`src/rtl/brf_pkg.sv`:
```
`timescale 1ns / 1ps
// ----------------------------------------------------------------------------
// brf_pkg: shared types and constants of the bracketing root finder
// Fixed-point format, register indexes, status codes, FSM states and the
// command/status bundles between controller and datapath.
// ----------------------------------------------------------------------------
package brf_pkg;

	localparam int FRAC_BITS = 16;

	// reset tolerance: 0.001 rounded to Q format
	localparam logic [30:0] TOL_RESET = 31'(((1 << FRAC_BITS) + 500) / 1000);
	localparam logic [15:0] CAP_RESET = 16'd64;

	// configuration register indexes
	localparam int CFG_IDX_W = 2;
	localparam logic [CFG_IDX_W-1:0] CFG_METHOD = 2'd0;
	localparam logic [CFG_IDX_W-1:0] CFG_TOL    = 2'd1;
	localparam logic [CFG_IDX_W-1:0] CFG_CAP    = 2'd2;

	// request types
	localparam logic REQ_START = 1'b0;
	localparam logic REQ_VALUE = 1'b1;

	// probe forming methods
	localparam logic METH_BISECT = 1'b0;
	localparam logic METH_FALSEPOS = 1'b1;

	// divider: one quotient bit per cycle
	localparam int DIV_STEPS = 64;
	localparam int DIV_CNT_W = $clog2(DIV_STEPS + 1);

	typedef enum logic [2:0] {
		STAT_PROBE    = 3'd0,
		STAT_CONV     = 3'd1,
		STAT_NOSIGN   = 3'd2,
		STAT_DENZERO  = 3'd3,
		STAT_CAP      = 3'd4,
		STAT_IGNORED  = 3'd5
	} status_t;

	// source of the result point
	typedef enum logic [1:0] {
		PSEL_ZERO,
		PSEL_CUR,
		PSEL_MID,
		PSEL_FP
	} psel_t;

	typedef enum logic [3:0] {
		S_IDLE,
		S_START,
		S_CHECK,
		S_PROBE,
		S_MUL,
		S_DIV,
		S_CLAMP,
		S_FINISH
	} state_t;

	typedef struct packed {
		logic    start_load;   // take endpoints and values of a start word
		logic    value_update; // narrow bracket with probe_value
		logic    mul_load;     // register secant numerator/denominator
		logic    div_start;
		logic    clamp_load;   // register clamped false-position point
		logic    out_load;     // load result word into output register
		status_t status;
		psel_t   psel;
	} cmd_t;

	typedef struct packed {
		logic sign_change;
		logic den_zero;
		logic width_ok;
		logic cap_hit;
		logic div_done;
		logic out_free;
	} dp_stat_t;

endpackage

```
`src/rtl/brf_div.sv`:
```
`timescale 1ns / 1ps
// ----------------------------------------------------------------------------
// brf_div: unsigned restoring divider
// 64-bit dividend by 33-bit divisor, one quotient bit per cycle.
// done is high for a single cycle, registered along with the last step; quo holds until next start.
// ----------------------------------------------------------------------------
module brf_div (
	input  logic        clk,
	input  logic        arst_n,
	input  logic        start,
	input  logic [63:0] num,
	input  logic [32:0] den,
	output logic        done,
	output logic [63:0] quo
);

	logic [63:0] quo_q;
	logic [32:0] rem_q;
	logic [32:0] den_q;
	logic [brf_pkg::DIV_CNT_W-1:0] cnt_q;
	logic        busy_q;
	logic        done_q;

	logic [33:0] shifted;
	logic [34:0] trial;
	logic        ge;

	assign shifted = {rem_q, quo_q[63]};
	assign trial   = {1'b0, shifted} - {2'b00, den_q};
	assign ge      = ~trial[34];

	always_ff @(posedge clk or negedge arst_n) begin
		if (!arst_n) begin
			busy_q <= 1'b0;
			done_q <= 1'b0;
			cnt_q  <= '0;
		end else begin
			done_q <= 1'b0;
			if (start) begin
				busy_q <= 1'b1;
				cnt_q  <= brf_pkg::DIV_CNT_W'(brf_pkg::DIV_STEPS);
			end else if (busy_q) begin
				cnt_q <= cnt_q - 1'b1;
				if (cnt_q == brf_pkg::DIV_CNT_W'(1)) begin
					busy_q <= 1'b0;
					done_q <= 1'b1;
				end
			end
		end
	end

	always_ff @(posedge clk) begin
		if (start) begin
			quo_q <= num;
			rem_q <= '0;
			den_q <= den;
		end else if (busy_q) begin
			rem_q <= ge ? trial[32:0] : shifted[32:0];
			quo_q <= {quo_q[62:0], ge};
		end
	end

	assign done = done_q;
	assign quo  = quo_q;

endmodule

```
`src/rtl/brf_dp.sv`:
```
`timescale 1ns / 1ps
// ----------------------------------------------------------------------------
// brf_dp: root finder datapath
// Bracket registers, width and cap tests, midpoint, secant product,
// divider, clamp and the output register.
// ----------------------------------------------------------------------------
module brf_dp (
	input  logic                clk,
	input  logic                arst_n,
	input  brf_pkg::cmd_t       cmd,
	output brf_pkg::dp_stat_t   stat,
	input  logic signed [31:0]  left_end,
	input  logic signed [31:0]  right_end,
	input  logic signed [31:0]  left_value,
	input  logic signed [31:0]  right_value,
	input  logic signed [31:0]  probe_value,
	input  logic [30:0]         width_tolerance,
	input  logic [15:0]         iteration_cap,
	input  logic                out_stall,
	output logic                out_valid,
	output logic signed [31:0]  probe_point,
	output logic [2:0]          status,
	output logic [15:0]         probe_count
);

	// search state
	logic signed [31:0] bl_q, br_q, vl_q, vr_q, cp_q;
	logic [15:0]        pd_q;

	// secant path
	logic [63:0]        num_q;
	logic [32:0]        dmag_q;
	logic               neg_q;
	logic signed [31:0] fp_q;

	// output word
	logic               ov_q;
	logic signed [31:0] op_q;
	logic [2:0]         os_q;
	logic [15:0]        oc_q;

	logic signed [32:0] diff;
	logic [31:0]        wmag;
	logic signed [32:0] sum;
	logic signed [31:0] mid;
	logic signed [32:0] den;
	logic [31:0]        flmag;
	logic [63:0]        quo;
	logic               div_done;
	logic signed [65:0] q_ext;
	logic signed [65:0] x_raw;
	logic signed [31:0] lo, hi;
	logic signed [31:0] x_clamp;
	logic signed [31:0] pt;
	logic               move_right;

	assign diff  = {br_q[31], br_q} - {bl_q[31], bl_q};
	assign wmag  = diff[32] ? 32'(-diff) : diff[31:0];
	assign sum   = {bl_q[31], bl_q} + {br_q[31], br_q};
	assign mid   = sum[32:1];  // floor of half the exact sum
	assign den   = {vr_q[31], vr_q} - {vl_q[31], vl_q};
	assign flmag = vl_q[31] ? 32'(-vl_q) : 32'(vl_q);

	// strictly opposite signs of f(left) and f(probe)
	assign move_right = (vl_q != '0) && (probe_value != '0) && (vl_q[31] ^ probe_value[31]);

	brf_div u_div (
		.clk    (clk),
		.arst_n (arst_n),
		.start  (cmd.div_start),
		.num    (num_q),
		.den    (dmag_q),
		.done   (div_done),
		.quo    (quo)
	);

	// x = left - sign*q, then clamp into the bracket
	assign q_ext = {2'b00, quo};
	assign x_raw = neg_q ? (66'(bl_q) + q_ext) : (66'(bl_q) - q_ext);
	assign lo    = (bl_q < br_q) ? bl_q : br_q;
	assign hi    = (bl_q < br_q) ? br_q : bl_q;

	always_comb begin
		if (x_raw < 66'(lo))
			x_clamp = lo;
		else if (x_raw > 66'(hi))
			x_clamp = hi;
		else
			x_clamp = x_raw[31:0];
	end

	always_comb begin
		case (cmd.psel)
			brf_pkg::PSEL_ZERO: pt = '0;
			brf_pkg::PSEL_CUR:  pt = cp_q;
			brf_pkg::PSEL_MID:  pt = mid;
			brf_pkg::PSEL_FP:   pt = fp_q;
			default:            pt = cp_q;
		endcase
	end

	always_ff @(posedge clk or negedge arst_n) begin
		if (!arst_n) begin
			bl_q <= '0;
			br_q <= '0;
			vl_q <= '0;
			vr_q <= '0;
			cp_q <= '0;
			pd_q <= '0;
		end else begin
			if (cmd.start_load) begin
				bl_q <= left_end;
				br_q <= right_end;
				vl_q <= left_value;
				vr_q <= right_value;
				pd_q <= '0;
			end else if (cmd.value_update) begin
				if (pd_q != 16'hFFFF)
					pd_q <= pd_q + 1'b1;
				if (move_right) begin
					br_q <= cp_q;
					vr_q <= probe_value;
				end else begin
					bl_q <= cp_q;
					vl_q <= probe_value;
				end
			end
			if (cmd.out_load && (cmd.psel == brf_pkg::PSEL_MID || cmd.psel == brf_pkg::PSEL_FP))
				cp_q <= pt;
		end
	end

	always_ff @(posedge clk) begin
		if (cmd.mul_load) begin
			num_q  <= 64'(flmag) * 64'(wmag);
			dmag_q <= den[32] ? 33'(-den) : den;
			neg_q  <= vl_q[31] ^ diff[32] ^ den[32];
		end
		if (cmd.clamp_load)
			fp_q <= x_clamp;
	end

	// output register
	always_ff @(posedge clk or negedge arst_n) begin
		if (!arst_n) begin
			ov_q <= 1'b0;
		end else if (cmd.out_load) begin
			ov_q <= 1'b1;
		end else if (!out_stall) begin
			ov_q <= 1'b0;
		end
	end

	always_ff @(posedge clk) begin
		if (cmd.out_load) begin
			op_q <= pt;
			os_q <= 3'(cmd.status);
			oc_q <= pd_q;
		end
	end

	assign stat.sign_change = (vl_q != '0) && (vr_q != '0) && (vl_q[31] ^ vr_q[31]);
	assign stat.den_zero    = (vr_q == vl_q);
	assign stat.width_ok    = (wmag <= {1'b0, width_tolerance});
	assign stat.cap_hit     = (pd_q >= iteration_cap);
	assign stat.div_done    = div_done;
	assign stat.out_free    = ~ov_q | ~out_stall;

	assign out_valid   = ov_q;
	assign probe_point = op_q;
	assign status      = os_q;
	assign probe_count = oc_q;

endmodule

```
`src/rtl/brf_ctrl.sv`:
```
`timescale 1ns / 1ps
// ----------------------------------------------------------------------------
// brf_ctrl: root finder controller
// Sequences start and value words through test, probe forming and output.
// ----------------------------------------------------------------------------
module brf_ctrl (
	input  logic                    clk,
	input  logic                    arst_n,
	input  logic                    in_valid,
	output logic                    in_stall,
	input  logic                    req_type,
	input  logic                    method_select,
	input  brf_pkg::dp_stat_t       stat,
	output brf_pkg::cmd_t           cmd
);

	brf_pkg::state_t  state_q, state_d;
	brf_pkg::status_t fin_status_q, fin_status_d;
	brf_pkg::psel_t   fin_psel_q, fin_psel_d;
	logic             active_q, active_d;
	logic             accept;

	assign in_stall = (state_q != brf_pkg::S_IDLE);
	assign accept   = in_valid & ~in_stall;

	always_ff @(posedge clk or negedge arst_n) begin
		if (!arst_n) begin
			state_q      <= brf_pkg::S_IDLE;
			fin_status_q <= brf_pkg::STAT_PROBE;
			fin_psel_q   <= brf_pkg::PSEL_ZERO;
			active_q     <= 1'b0;
		end else begin
			state_q      <= state_d;
			fin_status_q <= fin_status_d;
			fin_psel_q   <= fin_psel_d;
			active_q     <= active_d;
		end
	end

	always_comb begin
		state_d      = state_q;
		fin_status_d = fin_status_q;
		fin_psel_d   = fin_psel_q;
		active_d     = active_q;
		cmd          = '0;
		cmd.status   = fin_status_q;
		cmd.psel     = fin_psel_q;

		case (state_q)
			brf_pkg::S_IDLE: begin
				if (accept) begin
					if (req_type == brf_pkg::REQ_START) begin
						cmd.start_load = 1'b1;
						state_d        = brf_pkg::S_START;
					end else if (active_q) begin
						cmd.value_update = 1'b1;
						state_d          = brf_pkg::S_CHECK;
					end else begin
						fin_status_d = brf_pkg::STAT_IGNORED;
						fin_psel_d   = brf_pkg::PSEL_CUR;
						state_d      = brf_pkg::S_FINISH;
					end
				end
			end
			brf_pkg::S_START: begin
				if (!stat.sign_change) begin
					active_d     = 1'b0;
					fin_status_d = brf_pkg::STAT_NOSIGN;
					fin_psel_d   = brf_pkg::PSEL_ZERO;
					state_d      = brf_pkg::S_FINISH;
				end else begin
					state_d = brf_pkg::S_PROBE;
				end
			end
			brf_pkg::S_CHECK: begin
				if (stat.width_ok) begin
					active_d     = 1'b0;
					fin_status_d = brf_pkg::STAT_CONV;
					fin_psel_d   = brf_pkg::PSEL_CUR;
					state_d      = brf_pkg::S_FINISH;
				end else if (stat.cap_hit) begin
					active_d     = 1'b0;
					fin_status_d = brf_pkg::STAT_CAP;
					fin_psel_d   = brf_pkg::PSEL_CUR;
					state_d      = brf_pkg::S_FINISH;
				end else begin
					state_d = brf_pkg::S_PROBE;
				end
			end
			brf_pkg::S_PROBE: begin
				if (method_select == brf_pkg::METH_BISECT) begin
					active_d     = 1'b1;
					fin_status_d = brf_pkg::STAT_PROBE;
					fin_psel_d   = brf_pkg::PSEL_MID;
					state_d      = brf_pkg::S_FINISH;
				end else if (stat.den_zero) begin
					active_d     = 1'b0;
					fin_status_d = brf_pkg::STAT_DENZERO;
					fin_psel_d   = brf_pkg::PSEL_CUR;
					state_d      = brf_pkg::S_FINISH;
				end else begin
					cmd.mul_load = 1'b1;
					state_d      = brf_pkg::S_MUL;
				end
			end
			brf_pkg::S_MUL: begin
				cmd.div_start = 1'b1;
				state_d       = brf_pkg::S_DIV;
			end
			brf_pkg::S_DIV: begin
				if (stat.div_done)
					state_d = brf_pkg::S_CLAMP;
			end
			brf_pkg::S_CLAMP: begin
				cmd.clamp_load = 1'b1;
				active_d       = 1'b1;
				fin_status_d   = brf_pkg::STAT_PROBE;
				fin_psel_d     = brf_pkg::PSEL_FP;
				state_d        = brf_pkg::S_FINISH;
			end
			brf_pkg::S_FINISH: begin
				if (stat.out_free) begin
					cmd.out_load = 1'b1;
					state_d      = brf_pkg::S_IDLE;
				end
			end
			default: begin
				state_d = brf_pkg::S_IDLE;
			end
		endcase
	end

endmodule

```
`src/rtl/bracketing_root_finder.sv`:
```
`timescale 1ns / 1ps
// ----------------------------------------------------------------------------
// bracketing_root_finder: bisection / false-position root finder, Q16.16
// An ignored word goes straight to the output register; no sign change,
// converged or cap take a test state first, a bisection probe or a zero
// denominator a test and a probe state, and a false-position probe also the
// bit-serial divider. One word in flight: the next word is taken once the
// output register is loaded, and the load waits while a full output register is stalled.
// Reset clears the search state to idle and loads the register defaults.
// ----------------------------------------------------------------------------
module bracketing_root_finder (
	input  logic               clk,
	input  logic               arst_n,

	// configuration write port
	input  logic                            cfg_write_en,
	input  logic [brf_pkg::CFG_IDX_W-1:0]   cfg_index,
	input  logic [30:0]                     cfg_data,

	// input words
	input  logic               in_valid,
	output logic               in_stall,
	input  logic               req_type,
	input  logic signed [31:0] left_end,
	input  logic signed [31:0] right_end,
	input  logic signed [31:0] left_value,
	input  logic signed [31:0] right_value,
	input  logic signed [31:0] probe_value,

	// result words
	output logic               out_valid,
	input  logic               out_stall,
	output logic signed [31:0] probe_point,
	output logic [2:0]         status,
	output logic [15:0]        probe_count
);

	// configuration registers; the user must write them only while the block is idle, the block does not enforce it
	logic        method_q;
	logic [30:0] tol_q;
	logic [15:0] cap_q;

	brf_pkg::cmd_t     cmd;
	brf_pkg::dp_stat_t stat;

	always_ff @(posedge clk or negedge arst_n) begin
		if (!arst_n) begin
			method_q <= brf_pkg::METH_BISECT;
			tol_q    <= brf_pkg::TOL_RESET;
			cap_q    <= brf_pkg::CAP_RESET;
		end else if (cfg_write_en) begin
			case (cfg_index)
				brf_pkg::CFG_METHOD: method_q <= cfg_data[0];
				brf_pkg::CFG_TOL:    tol_q    <= cfg_data;
				brf_pkg::CFG_CAP:    cap_q    <= cfg_data[15:0];
				default: ;  // unmapped index: write dropped
			endcase
		end
	end

	// controller: one word at a time, stall while a word is being worked
	brf_ctrl u_ctrl (
		.clk           (clk),
		.arst_n        (arst_n),
		.in_valid      (in_valid),
		.in_stall      (in_stall),
		.req_type      (req_type),
		.method_select (method_q),
		.stat          (stat),
		.cmd           (cmd)
	);

	// datapath: bracket, tests, midpoint/secant, output register
	brf_dp u_dp (
		.clk             (clk),
		.arst_n          (arst_n),
		.cmd             (cmd),
		.stat            (stat),
		.left_end        (left_end),
		.right_end       (right_end),
		.left_value      (left_value),
		.right_value     (right_value),
		.probe_value     (probe_value),
		.width_tolerance (tol_q),
		.iteration_cap   (cap_q),
		.out_stall       (out_stall),
		.out_valid       (out_valid),
		.probe_point     (probe_point),
		.status          (status),
		.probe_count     (probe_count)
	);

endmodule

```
`config.mk`:
```
export PLATFORM = sky130hd
export DESIGN_NAME = bracketing_root_finder
export DESIGN_NICKNAME = d
export VERILOG_FILES = /design/src/rtl/brf_pkg.sv /design/src/rtl/brf_div.sv /design/src/rtl/brf_dp.sv /design/src/rtl/brf_ctrl.sv /design/src/rtl/bracketing_root_finder.sv
export SDC_FILE = /design/constraint.sdc
export NUM_CORES = 2
export LEC_CHECK = 0
export BUFFER_PORTS_ARGS = -buffer_cell sky130_fd_sc_hd__buf_2
export CAP_MARGIN = 5
export CELL_PAD_IN_SITES_DETAIL_PLACEMENT = 0
export CELL_PAD_IN_SITES_GLOBAL_PLACEMENT = 1
export CORE_ASPECT_RATIO = 0.6
export CORE_MARGIN = 2
export CORE_UTILIZATION = 50
export DETAILED_ROUTE_END_ITERATION = 16
export PLACE_DENSITY_LB_ADDON = 0.1
export REMOVE_ABC_BUFFERS = 1
export SYNTH_ARGS = -nofsm -noshare
export SYNTH_HDL_FRONTEND = slang
export SYNTH_SLANG_ARGS = --single-unit
```
`constraint.sdc`:
```
create_clock -name clk -period 12.7 [get_ports clk]
set_clock_uncertainty 0.05 [all_clocks]
set_input_delay 0.635 -clock clk [delete_from_list [all_inputs] [get_ports clk]]
set_output_delay 0.635 -clock clk [all_outputs]
set_load 0.05 [all_outputs]
```
---- Word level (Yosys, flattened, before mapping) ----
Cells that the tools add are included.
W data, S select, Z words.
storage, ports and cells
  flip-flop bits (word level) ............. 555
  output and inout bits ................... 53
  word-level logic and storage cells ...... 192
operators by class
  add/sub/neg operators ................... 11
  $mul .................................... 1
  order comparisons ....................... 5
  eq/ne operators ......................... 25
  mux-type cells .......................... 84
  bitwise gates (word level) .............. 10
  reductions and logical operators ........ 28
operators with widths
  operator             count
  $mux W32             19
  $mux W64             2
  $pmux W32 S4         1
  $reduce_bool A32 Y1  3
  $add A32 B65 Y66     1
  $gt A66 B32 Y1       1
  $lt A66 B32 Y1       1
  $mux W66             1
  $sub A32 B32 Y33     2
  $sub A32 B65 Y66     1
  $mul A32 B32 Y64     1
  $neg A32 Y32         2
  $mux W16             3
  $mux W3              12
  $sub A34 B33 Y35     1
  $add A32 B32 Y33     1
  $mux W33             1
  $neg A33 Y33         1
  $eq A32 B32 Y1       1
  $le A32 B31 Y1       1
  $lt A32 B32 Y1       1
  $pmux W4 S8          1
  $mux W2              12
  $mux W1              23
  other kinds (33)     71

---- Longest topological paths before layout ----
  depth after elaboration ................. 7
  mapped depth ............................ 44
  gate-level depth less buffers ........... 41

---- Cells and area by module ----
A second synthesis with hierarchy kept.
unflattened totals
  cells, all modules ...................... 8272
  area, all modules ....................... 74377.6 µm²
by module, submodules not included
  module                  times used  cells an instance  area an instance (µm²)  seq. area each (µm²)
  brf_dp                  1           7425               64365.5                 9864.5
  brf_div                 1           667                7473.4                  3798.6
  bracketing_root_finder  1           103                1890.6                  1204.9
  brf_ctrl                1           77                 648.1                   225.2

---- Worst setup path after synthesis ----
Ideal clock, no wire load.
  path kind ............................... register -> register
  start ................................... register u_dp.bl_q[31]
  end ..................................... register u_dp.num_q[45] (data pin)
  library setup time ...................... 259 ps
  arrival time ............................ 10505 ps
  required time ........................... 12391 ps
  setup slack ............................. 1886 ps
  cell stages (with the launch flop) ...... 40
  buffers on the path ..................... 5
  cell sequence ........................... dfrtp_1 -> inv_1 -> ha_1 -> clkbuf_1 -> inv_1 -> nor2_1 -> a211oi_1 -> o21ai_1 -> xnor2_1 -> clkbuf_1 -> buf_2 -> a21oi_1 -> xnor2_1 -> clkbuf_1 -> nand2_1 -> fa_1 -> inv_1 -> fa_1 -> [... 4 more ...] -> fa_1 -> fa_1 -> fa_1 -> fa_1 -> ha_1 -> a21o_1 -> a211o_1 -> o22a_1 -> and3_1 -> o21a_1 -> or2_2 -> clkbuf_1 -> a211oi_1 -> o2111a_1 -> or3_1 -> a21oi_1 -> a21oi_1 -> xnor2_1
on the way
  cells in the longest elaborated chain, start to end .. 4
ends and longest elaborated chain
  what                      line           text
  start: declaration        brf_dp.sv:27   logic signed [31:0] bl_q, br_q, vl_q, vr_q, cp_q;
  start signal: assignment  brf_dp.sv:112  bl_q <= left_end;
  start signal: assignment  brf_dp.sv:124  bl_q <= cp_q;
  $sub A32 B32 Y33 (*)      brf_dp.sv:57   assign diff = {br_q[31], br_q} - {bl_q[31], bl_q};
  $neg A32 Y32              brf_dp.sv:58   assign wmag = diff[32] ? 32'(-diff) : diff[31:0];
  $mux W32 (*)              brf_dp.sv:58
  $mul A32 B32 Y64 (*)      brf_dp.sv:135  num_q <= 64'(flmag) * 64'(wmag);
  end signal: assignment    brf_dp.sv:135
  end: declaration          brf_dp.sv:31   logic [63:0] num_q;
Every way passes the cells marked *; elsewhere a longest branch is shown, timed or not.
A chain may end at the register's enable or synchronous reset.

---- Final worst setup path ----
  start ................................... register u_dp.bl_q[1]
  end ..................................... register u_dp.num_q[63] (data pin)
The elaborated chain is that of the path after synthesis.

==> results.md <==
GRT:
- The number of global-route vias before repair is about 61,000.
- The number of antenna violations at the first check in global routing is 13.
- The first global-routing pass estimated 406,400 um of wire.
- The pin count of the biggest net entering global routing is 75.
- The total overflow left after global routing is 0.
- In the global route stage, overall resource usage came out at 36.45%.

Cells and area:
- Summing all multi-input logic gate instances after layout gives 0.05330 mm2.
- The area added between synthesis and finish is 8.666%.
- Across the whole layout, storage elements account for 0.01509 mm2.
- The number of nets in the finished design is about 10,000.
- With fillers left out, the area of the finished cells amounts to 0.08022 mm2.
- The share of layout cells above drive strength 1 is 8.643%.
- The filler cell count in the final layout is 13,707.
- The share of the core filled with cells in the final layout is a little over half.

Worst setup path:
- By startpoint and endpoint, the worst setup path is classified as reg -> reg.
- The worst setup path is captured at a register.
- Counting stages on the worst path, the most repeated cell is sky130_fd_sc_hd__fa_1.
- For this run, the slowest stage of the critical path takes 0.62 ns.
- The endpoint arrival time on the critical path is roughly 13 ns.
- The worst setup path is launched from a register.
- For the worst setup path, the data required time is approximately 13 ns.
- The highest fanout seen on the critical path is 14.
- The master of the slowest instance on the critical path is sky130_fd_sc_hd__or4b_4.

Yosys:
- The proportion of synthesized chip area in sequential cells is between 20 and 25%.
- The instance count of the mapped netlist is 8,488.
- After synthesis the cells add up to 0.07382 mm2.
- Dividing the synthesized area by the synthesized cell count gives ~8.7 um2.
- For this run, the number of Yosys warnings is 0.
- The count of distinct cell types in the synthesized netlist is 103.
- The most area-hungry cell type in the Yosys netlist is sky130_fd_sc_hd__fa_1.
- The async set-or-reset flop fraction in the synthesized netlist is 43.86%.
- The synthesized design contains 278 enable-type register cells.
- The most used flip-flop cell after synthesis is sky130_fd_sc_hd__edfxtp_1.
- The post-synthesis register bit count is 554.
- The portion of synthesized cell area occupied by the leading cell type is 24.43%.
- Ranked by total cell area, the synthesized netlist is headed by sky130_fd_sc_hd__fa_1 24%, sky130_fd_sc_hd__edfxtp_1 11%, sky130_fd_sc_hd__ha_1 11%, sky130_fd_sc_hd__dfrtp_1 8.1%, sky130_fd_sc_hd__inv_1 6.2%.

Placement:
- The congestion estimate from routability-driven global placement came to 1.023.
- The HPWL after detailed placement is 226,800 um.
- The quantity of I/O buffers inserted on ports is about 250.
- The worst setup slack before clock tree synthesis is around 0.56 ns.
- The placed cell area is 0.07829 mm2.

STA:
- The final-layout setup total negative slack is 0 ns.
- Of the available clock period, the critical path in the final layout requires a little over nine tenths.
- Setup violations remaining at the end of the flow were counted as 0.
- The final hold violation count is 0.
- The headroom to the max-slew limit is 14.71%.
- The max-slew violation total from the final report is 0.
- Setup slack closes at 0.4612 ns.
- For the pin with the worst max-slew slack, the measured transition is 1.279 ns.
- The final critical path time including I/O delays and setup is between 10 and 15 ns.
- For this run, the top clock speed supported by timing is 81.71 MHz.

Drt:
- For this run, design rule violations remaining after detail routing come to 0.
- For this block, the initial DRC count from the detailed router was just under 7,000.
- Across all layers, the routed design uses 62,503 vias.
- After detailed routing, the average wire length per cell comes to between 20 and 30 um.
- The via count normalized by instance count is between 5 and 6.
- The detail route stage leaves a number of antenna-violating nets equal to 0.
- The total length of routed wires is 276,400 um.
- The first-pass iteration count of the detailed router is 9.

Min path:
- The worst min-delay path class is in -> reg.

Die:
- The floorplan has 109 rows.
- Once the floorplan was initialized, standard cells occupied 50.26% of the core.
- In this run the count of I/O pins placed on the die edge is approximately 250.
- After floorplanning, the core was sized to cover 0.1469 mm2.
- The area of the die is 0.1508 mm2.
- In this run the horizontal extent of the chip is 500.1 um.
- From bottom edge to top edge, the die measures approximately 300 um.

CTS:
- TritonCTS built the clock tree.
- TritonCTS created 56 clock buffers.
- The tree built by TritonCTS fans out to 554 sinks.
- The tree is rooted in a sky130_fd_sc_hd__clkbuf_16.
- The post-CTS setup-driven buffer insertion count is 0.
- After clock tree synthesis, the clock-pin slew on the worst setup and hold paths is 0.07 ns.
- In this run the number of H-tree levels came out at 2.
- The later pin in the worst-skew pair is clocked with a latency of 0.73 ns.
- The maximum root-to-sink buffer count is 3.

Run:
- The max capacitance violation total is 0.

Status:
- The run finished with clean final reports.
## path summary, 6_finish.rpt
kind / from / endpoint / slack [ns] / depth (start not counted)
max in group asynchronous: arst_n / u_dp.bl_q[31] / 10.09 / 4
setup reg to reg: u_dp.bl_q[1] / u_dp.num_q[63] / 0.46 / 36
min in group asynchronous: arst_n / u_dp.u_div.cnt_q[5] / 0.36 / 2
hold / removal: cfg_data[18] / tol_q[18] / 0.12 / 2
setup / recovery: u_dp.bl_q[1] / u_dp.num_q[63] / 0.46 / 36
hold reg to reg: u_dp.dmag_q[0] / u_dp.u_div.den_q[0] / 0.35 / 0
## sequential cells by signal (all words and copies together), names as in the netlist, 33 cells and up
register	count
u_dp.num_q	64
u_dp.u_div.quo	64
u_dp.dmag_q	33
u_dp.u_div.den_q	33
u_dp.u_div.rem_q	33
## worst max-delay path, delay by kind of cell, from the launching register on
kind	cells	cell delay [ns]
DFF	1	0.52
buffers and inverters	4	0.65
adders and majority gates	10	4.92
xor gates and xnor gates	2	0.55
muxes	1	0.36
and+or+nand+nor	7	1.91
AOI/OAI and AO/OA	12	2.87
## timing repair
| item | in CTS | in global routing |
|---|---|---|
| setup endpoints to repair | 0 | 10 |
| hold endpoints to repair | 59 | 0 |
| hold buffers | 1 | 0 |
| resized for setup | 0 | 21 |
## cells in the mapped netlist, types with 11 or more instances
master / n
sky130_fd_sc_hd__o31ai_1: 38
sky130_fd_sc_hd__mux2_2: 67
sky130_fd_sc_hd__o21a_1: 46
sky130_fd_sc_hd__buf_2: 23
sky130_fd_sc_hd__dfrtp_1: 240
sky130_fd_sc_hd__a31oi_1: 45
sky130_fd_sc_hd__nor3_1: 87
sky130_fd_sc_hd__o21bai_1: 44
sky130_fd_sc_hd__clkinv_1: 11
sky130_fd_sc_hd__and2_1: 138
sky130_fd_sc_hd__nor2b_1: 54
sky130_fd_sc_hd__inv_1: 1227
sky130_fd_sc_hd__a211oi_1: 26
sky130_fd_sc_hd__nor2_1: 776
sky130_fd_sc_hd__mux2i_1: 57
sky130_fd_sc_hd__a31o_2: 14
sky130_fd_sc_hd__o21ai_0: 309
sky130_fd_sc_hd__xnor2_1: 268
sky130_fd_sc_hd__and3_1: 45
sky130_fd_sc_hd__a221oi_1: 11
sky130_fd_sc_hd__a21oi_1: 581
sky130_fd_sc_hd__a311oi_1: 24
sky130_fd_sc_hd__o211ai_1: 34
sky130_fd_sc_hd__a21o_1: 203
sky130_fd_sc_hd__clkbuf_1: 335
sky130_fd_sc_hd__nand4_1: 92
sky130_fd_sc_hd__nand3_1: 83
sky130_fd_sc_hd__or3_1: 36
sky130_fd_sc_hd__nand2b_1: 60
sky130_fd_sc_hd__nand2_1: 1171
sky130_fd_sc_hd__buf_1: 16
sky130_fd_sc_hd__edfxtp_1: 278
sky130_fd_sc_hd__nor4_1: 52
sky130_fd_sc_hd__or4_1: 13
sky130_fd_sc_hd__a211o_1: 13
sky130_fd_sc_hd__dfxtp_1: 33
sky130_fd_sc_hd__o22ai_1: 11
sky130_fd_sc_hd__o41ai_1: 13
sky130_fd_sc_hd__or2_2: 15
sky130_fd_sc_hd__fa_1: 901
sky130_fd_sc_hd__ha_1: 643
sky130_fd_sc_hd__a22o_1: 19
sky130_fd_sc_hd__xor2_1: 144
## metrics by stage
stage | hold slack [ns] | std cells
floorplan | 0.2894 | 8109
global placement | 0.3543 | 10501
detailed placement | 0.3545 | 10501
CTS | 0.08154 | 10608
global route | 0.1013 | 10609
finish | 0.1220 | 10612
## layout make-up
cell class              count  share of cell area [%]
diodes                      4                 0.01248
clock buffers              76                   1.892
clock inverters            30                  0.3650
inverters                1244                   5.844
multi-input cells        6311                   66.45
flip-flops and latches    554                   18.82
well taps                1942                   3.029
repair buffers            451                   3.594
## per-layer routing
| metal | vias to the layer above | track usage, % | share of wire [%] |
|---|---|---|---|
| met5 | - | 0.3130 | 0.064 |
| met4 | 16 | 6.551 | 2.0 |
| met3 | 290 | 16.13 | 15 |
| met2 | 3102 | 46.49 | 37 |
| met1 | 31068 | 55.96 | 46 |
| li1 | 28027 | - | - |
## logic make-up after synthesis
group	synth area share, %
buffers and inverters	8.322
DFF	20.45
AOI/OAI and AO/OA	12.97
adders and majority gates	35.33
xor gates and xnor gates	4.970
muxes	1.856
and+or+nand+nor	16.10
## cell usage in the layout (no fill, tap or decap), types with 26 or more instances in the layout
| cell | n |
|---|---|
| sky130_fd_sc_hd__and3_1 | 45 |
| sky130_fd_sc_hd__nand4_1 | 92 |
| sky130_fd_sc_hd__a21o_1 | 203 |
| sky130_fd_sc_hd__fa_1 | 901 |
| sky130_fd_sc_hd__mux2i_1 | 54 |
| sky130_fd_sc_hd__dfrtp_1 | 239 |
| sky130_fd_sc_hd__o21bai_1 | 44 |
| sky130_fd_sc_hd__buf_4 | 190 |
| sky130_fd_sc_hd__a211oi_1 | 26 |
| sky130_fd_sc_hd__nor3_1 | 86 |
| sky130_fd_sc_hd__nor2b_1 | 54 |
| sky130_fd_sc_hd__clkbuf_16 | 57 |
| sky130_fd_sc_hd__a21oi_1 | 578 |
| sky130_fd_sc_hd__xnor2_2 | 39 |
| sky130_fd_sc_hd__a31oi_1 | 45 |
| sky130_fd_sc_hd__xnor2_1 | 220 |
| sky130_fd_sc_hd__ha_1 | 643 |
| sky130_fd_sc_hd__or3_1 | 36 |
| sky130_fd_sc_hd__o21ai_0 | 306 |
| sky130_fd_sc_hd__o211ai_1 | 34 |
| sky130_fd_sc_hd__inv_1 | 1224 |
| sky130_fd_sc_hd__dfxtp_1 | 33 |
| sky130_fd_sc_hd__xor2_1 | 134 |
| sky130_fd_sc_hd__o31ai_1 | 38 |
| sky130_fd_sc_hd__edfxtp_1 | 278 |
| sky130_fd_sc_hd__and2_1 | 138 |
| sky130_fd_sc_hd__buf_2 | 250 |
| sky130_fd_sc_hd__nand2b_1 | 59 |
| sky130_fd_sc_hd__nor4_1 | 51 |
| sky130_fd_sc_hd__nor2_1 | 773 |
| sky130_fd_sc_hd__nand3_1 | 82 |
| sky130_fd_sc_hd__nand2_1 | 1171 |
| sky130_fd_sc_hd__mux2_2 | 67 |
| sky130_fd_sc_hd__o21a_1 | 46 |
Power is left out: the tool's default activity adds up to more than one toggle a clock period on the data nets, which glitch-free logic cannot reach.
